**src/hw/rtl/dsm_pkg.sv**
```systemverilog
`default_nettype none

package dsm_pkg;

   localparam int unsigned DATA_WIDTH   = 32;
   localparam int unsigned COUNT_WIDTH  = 9;
   localparam int unsigned FUNC_WIDTH   = 3;
   localparam int unsigned STATUS_WIDTH = 2;

   // capacity after reset
   localparam logic [COUNT_WIDTH-1:0] CAPACITY_RESET = 9'd256;

   // operation codes
   localparam logic [FUNC_WIDTH-1:0] FUNC_PUSH1 = 3'd0;
   localparam logic [FUNC_WIDTH-1:0] FUNC_PUSH2 = 3'd1;
   localparam logic [FUNC_WIDTH-1:0] FUNC_POP1  = 3'd2;
   localparam logic [FUNC_WIDTH-1:0] FUNC_POP2  = 3'd3;
   localparam logic [FUNC_WIDTH-1:0] FUNC_TOP1  = 3'd4;
   localparam logic [FUNC_WIDTH-1:0] FUNC_TOP2  = 3'd5;

   // result status codes
   localparam logic [STATUS_WIDTH-1:0] STATUS_OK        = 2'd0;
   localparam logic [STATUS_WIDTH-1:0] STATUS_OVERFLOW  = 2'd1;
   localparam logic [STATUS_WIDTH-1:0] STATUS_UNDERFLOW = 2'd2;

   // controller to datapath
   typedef struct packed {
      logic                    push_low;
      logic                    push_high;
      logic                    read_low;
      logic                    read_high;
      logic                    pop_low;
      logic                    pop_high;
      logic                    rsp_load;
      logic                    rsp_read;
      logic [STATUS_WIDTH-1:0] rsp_status;
   } dsm_cmd_type;

   // datapath to controller
   typedef struct packed {
      logic full;
      logic empty_low;
      logic empty_high;
   } dsm_stat_type;

endpackage

`default_nettype wire

```
**src/hw/rtl/dsm_ctrl.sv**
```systemverilog
`default_nettype none

module dsm_ctrl (
   input  logic                           clock,
   input  logic                           reset,
   input  logic                           req_valid,
   output logic                           req_ready,
   input  logic [dsm_pkg::FUNC_WIDTH-1:0] req_func,
   output logic                           rsp_valid,
   input  logic                           rsp_ready,
   input  dsm_pkg::dsm_stat_type          stat,
   output dsm_pkg::dsm_cmd_type           cmd
);
   import dsm_pkg::*;

   typedef enum logic {ST_IDLE, ST_BUSY} state_type;

   state_type               state_ff, state_in;
   logic                    rsp_valid_ff, rsp_valid_in;
   logic [STATUS_WIDTH-1:0] pend_status_ff, pend_status_in;
   logic                    pend_read_ff, pend_read_in;
   logic                    accept;

   assign req_ready = (state_ff == ST_IDLE);
   assign rsp_valid = rsp_valid_ff;
   assign accept    = req_valid && (state_ff == ST_IDLE);

   // decode the accepted transaction against the stack status
   always_comb begin
      cmd            = '0;
      pend_status_in = pend_status_ff;
      pend_read_in   = pend_read_ff;
      cmd.rsp_load   = (state_ff == ST_BUSY) && (!rsp_valid_ff || rsp_ready);
      cmd.rsp_status = pend_status_ff;
      cmd.rsp_read   = pend_read_ff;
      if (accept) begin
         pend_status_in = STATUS_OK;
         pend_read_in   = 1'b0;
         case (req_func)
            FUNC_PUSH1: begin
               if (stat.full) pend_status_in = STATUS_OVERFLOW;
               else           cmd.push_low   = 1'b1;
            end
            FUNC_PUSH2: begin
               if (stat.full) pend_status_in = STATUS_OVERFLOW;
               else           cmd.push_high  = 1'b1;
            end
            FUNC_POP1, FUNC_TOP1: begin
               if (stat.empty_low) begin
                  pend_status_in = STATUS_UNDERFLOW;
               end else begin
                  cmd.read_low = 1'b1;
                  cmd.pop_low  = (req_func == FUNC_POP1);
                  pend_read_in = 1'b1;
               end
            end
            FUNC_POP2, FUNC_TOP2: begin
               if (stat.empty_high) begin
                  pend_status_in = STATUS_UNDERFLOW;
               end else begin
                  cmd.read_high = 1'b1;
                  cmd.pop_high  = (req_func == FUNC_POP2);
                  pend_read_in  = 1'b1;
               end
            end
            default: ;
         endcase
      end
   end

   // next state and response valid
   always_comb begin
      state_in     = state_ff;
      rsp_valid_in = rsp_valid_ff;
      if (cmd.rsp_load)   rsp_valid_in = 1'b1;
      else if (rsp_ready) rsp_valid_in = 1'b0;
      case (state_ff)
         ST_IDLE: if (accept)       state_in = ST_BUSY;
         ST_BUSY: if (cmd.rsp_load) state_in = ST_IDLE;
         default: state_in = ST_IDLE;
      endcase
   end

   always_ff @(posedge clock) begin
      if (reset) begin
         state_ff     <= ST_IDLE;
         rsp_valid_ff <= 1'b0;
      end else begin
         state_ff     <= state_in;
         rsp_valid_ff <= rsp_valid_in;
      end
      pend_status_ff <= pend_status_in;
      pend_read_ff   <= pend_read_in;
   end

endmodule

`default_nettype wire

```
**config.mk**
```make
export PLATFORM = sky130hd
export DESIGN_NAME = dsm_ctrl
export DESIGN_NICKNAME = d
export VERILOG_FILES = /design/src/hw/rtl/dsm_pkg.sv /design/src/hw/rtl/dsm_ctrl.sv
export SDC_FILE = /design/constraint.sdc
export NUM_CORES = 1
export LEC_CHECK = 0
export ABC_AREA = 1
export BUFFER_PORTS_ARGS = -buffer_cell sky130_fd_sc_hd__buf_2
export CORE_AREA = 2 2 39 41
export DETAILED_ROUTE_END_ITERATION = 6
export DIE_AREA = 0 0 41 43
export GPL_TIMING_DRIVEN = 0
export SLEW_MARGIN = 15
export SYNTH_ARGS = -nofsm -noshare
export SYNTH_HDL_FRONTEND = slang
export SYNTH_SLANG_ARGS = --single-unit
```
**constraint.sdc**
```tcl
create_clock -name clock -period 1.7 [get_ports clock]
set_input_delay 0.085 -clock clock [delete_from_list [all_inputs] [get_ports clock]]
set_output_delay 0.085 -clock clock [all_outputs]
set_load 0.05 [all_outputs]
```
==> run summary <==
Status: complete, no violations
Cts hold-fix bufs: 0
Final Hold Vio Count: 0
Total grt overflow: 0
Measured slew at the worst slew-check pin: 0.249 ns
Vias in the first global route: 286
Worst-path maximum fanout: 5
Post-DR wirelength/cell: 8.07 um
Synthesis Warnings: 0
Clock latency at the later pin of the worst-skew pair: 0.23 ns
P&R area growth vs syn: 47.7%
CP Data Arrival Time: 1.24 ns
Sequential share of the synthesized area: 39.7%
Clk slew on worst S/H paths: 0.04 ns
Largest net degree at the start of global routing: 7
Fillers: 152
DIE WIDTH: 41 um
CTS tree: done
Row count: 14
CTS resizes: 0
Tmin final: 1.33 ns
Max Clock Skew: 0.00199 ns
Crit path required time: 1.62 ns
Share of layout cells above drive strength 1: 47.1%
Setup repair bufs after CTS: 0
Highest Clock Rate: 0.753 GHz
Critical path's most frequent cell: inv_2
Final Max Tran Viols: 0
Max clock buf depth: 2
Power per cell area: 790 nW/um^2
Worst hold path type: primary input to flip-flop
Num CTS Buffers: 3
Final setup viols: 0
Avg Cell Area, Syn: 7.28 um^2
First-pass GRT wire length: 1.06 mm
Global-route usage over all layers: 8.57%
Crit-path cells: inv_2 > nand2_2 > inv_2 > nand2_1 > nor2_1 > buf_2
Commonest non-fill, non-tap cell in the layout: buf_2
Synthesized Nets: 55
PortBufs: 21
DR pass1 iterations: 4
Post-Syn Instances: 45
H-tree levels: 1
Die height: 43 um
Num ports: 22
Synth Register Bits: 5
Leak: 0.263 nW
Sink Count: 5
Root buffer cell: clkbuf_4
Core Region: 1380 um^2
RSZ-0062 raised after global routing: false
WS Path Type: flip-flop to output port
Routed vias: 390
GP Congestion: 0.685
Overall power: 0.000382 W
Startpoint Class: flip-flop
Die area: 1760 um^2
Crit path capture type: output port
Tcrit/Tclk final: 78.2%
Initial Utilization: 23.7%
Routed Antenna Nets: 0
Nets: 81
Via density: 4.53
Number of max-cap violations: 0
Max stage delay on crit path: 0.31 ns
Post-Synthesis Cell Area: 328 um^2
Number of diodes: 0
Slowest stage cell on the critical path: dfxtp_1
Final routed DRC violation total: 0
Slew HR: 83.5%
Setup TNS: 0 ns
Synth unique cells: 14
DP HPWL: 578 um
Commonest non-fill, non-tap cells in the layout: buf_2 (21), nand2_1 (7), nand3_1 (7), inv_1 (5), nor2_1 (5)
DR iter-0 viols: 1
Drt total wl: 694 um
VDD IR max: 0.282 mV
Initial antenna violation count: 0
cell type report:
class	instances	area, um^2	area share, %
timing repair buffer	21	105	21.7
tap	16	20.0	4.13
buffer	2	15.0	3.10
clock buffer	4	26.3	5.43
sequential	5	130	26.9
multi-input combinational	30	158	32.6
inverter	8	30.0	6.20
metrics by stage:
step           area [um^2]  hold WS [ns]  cells  worst slack, ns  util [%]
2_1_floorplan          333         0.154     45            0.135         -
3_3_place_gp           458         0.264     82            0.608      33.1
3_5_place_dp           458         0.268     82            0.615      33.1
4_1_cts                484        0.0177     86            0.353      35.0
5_1_grt                484        0.0110     86            0.228      35.0
6_report               484        0.0251     86            0.371      35.0
routing by layer:
metal	track usage, %	vias to the layer above	wire [um]
met5	0	-	0
met4	4.00	0	8
met3	3.14	2	90
met2	12.8	21	276
met1	10.4	168	319
li1	-	199	-
state kept, by name, indices dropped and copies added (netlist names):
signal / count
pend_status_ff: 2
rsp_valid: 1
pend_read_ff: 1
state_ff: 1
synth_stat cells:
master	number	area, um^2
nand2_1	7	26.3
nand3_1	7	35.0
inv_1	5	18.8
nor2_1	5	18.8
nand4_1	4	25.0
a21oi_1	3	15.0
edfxtp_1	3	90.1
inv_2	3	11.3
buf_4	2	15.0
dfxtp_1	2	40.0
nand2_2	1	6.26
nand2_4	1	11.3
nor3_1	1	5.00
nor3_2	1	10.0
logic make-up after synthesis:
logic type,share of synthesized area (%)
compound gates,4.58
buf+inv,13.7
simple gates,42.0
flops,39.7
critical path, delay by kind of cell (launching register included):
family	cells	cell delay [ns]
DFF	1	0.31
and+or+nand+nor	3	0.27
buffers and inverters	3	0.44
where the power goes:
part / total [W] / internal (W) / switching (W)
logic: 0.000111 / 0.0000306 / 0.0000805
registers: 0.000141 / 0.000138 / 0.00000289
clock network: 0.000130 / 0.0000883 / 0.0000417
final timing paths:
kind	from	endpoint	slack (ns)	cells after the start
worst max register to register	state_ff$_SDFF_PP0_	pend_read_ff$_DFFE_PP_	0.84	3
worst max-delay path	state_ff$_SDFF_PP0_	cmd[7]	0.37	6
worst min register to register	rsp_valid$_SDFFE_PP0P_	rsp_valid$_SDFFE_PP0P_	0.48	2
worst min-delay path	reset	state_ff$_SDFF_PP0_	0.03	2
Note: power is estimated with default switching activity, not from simulation.
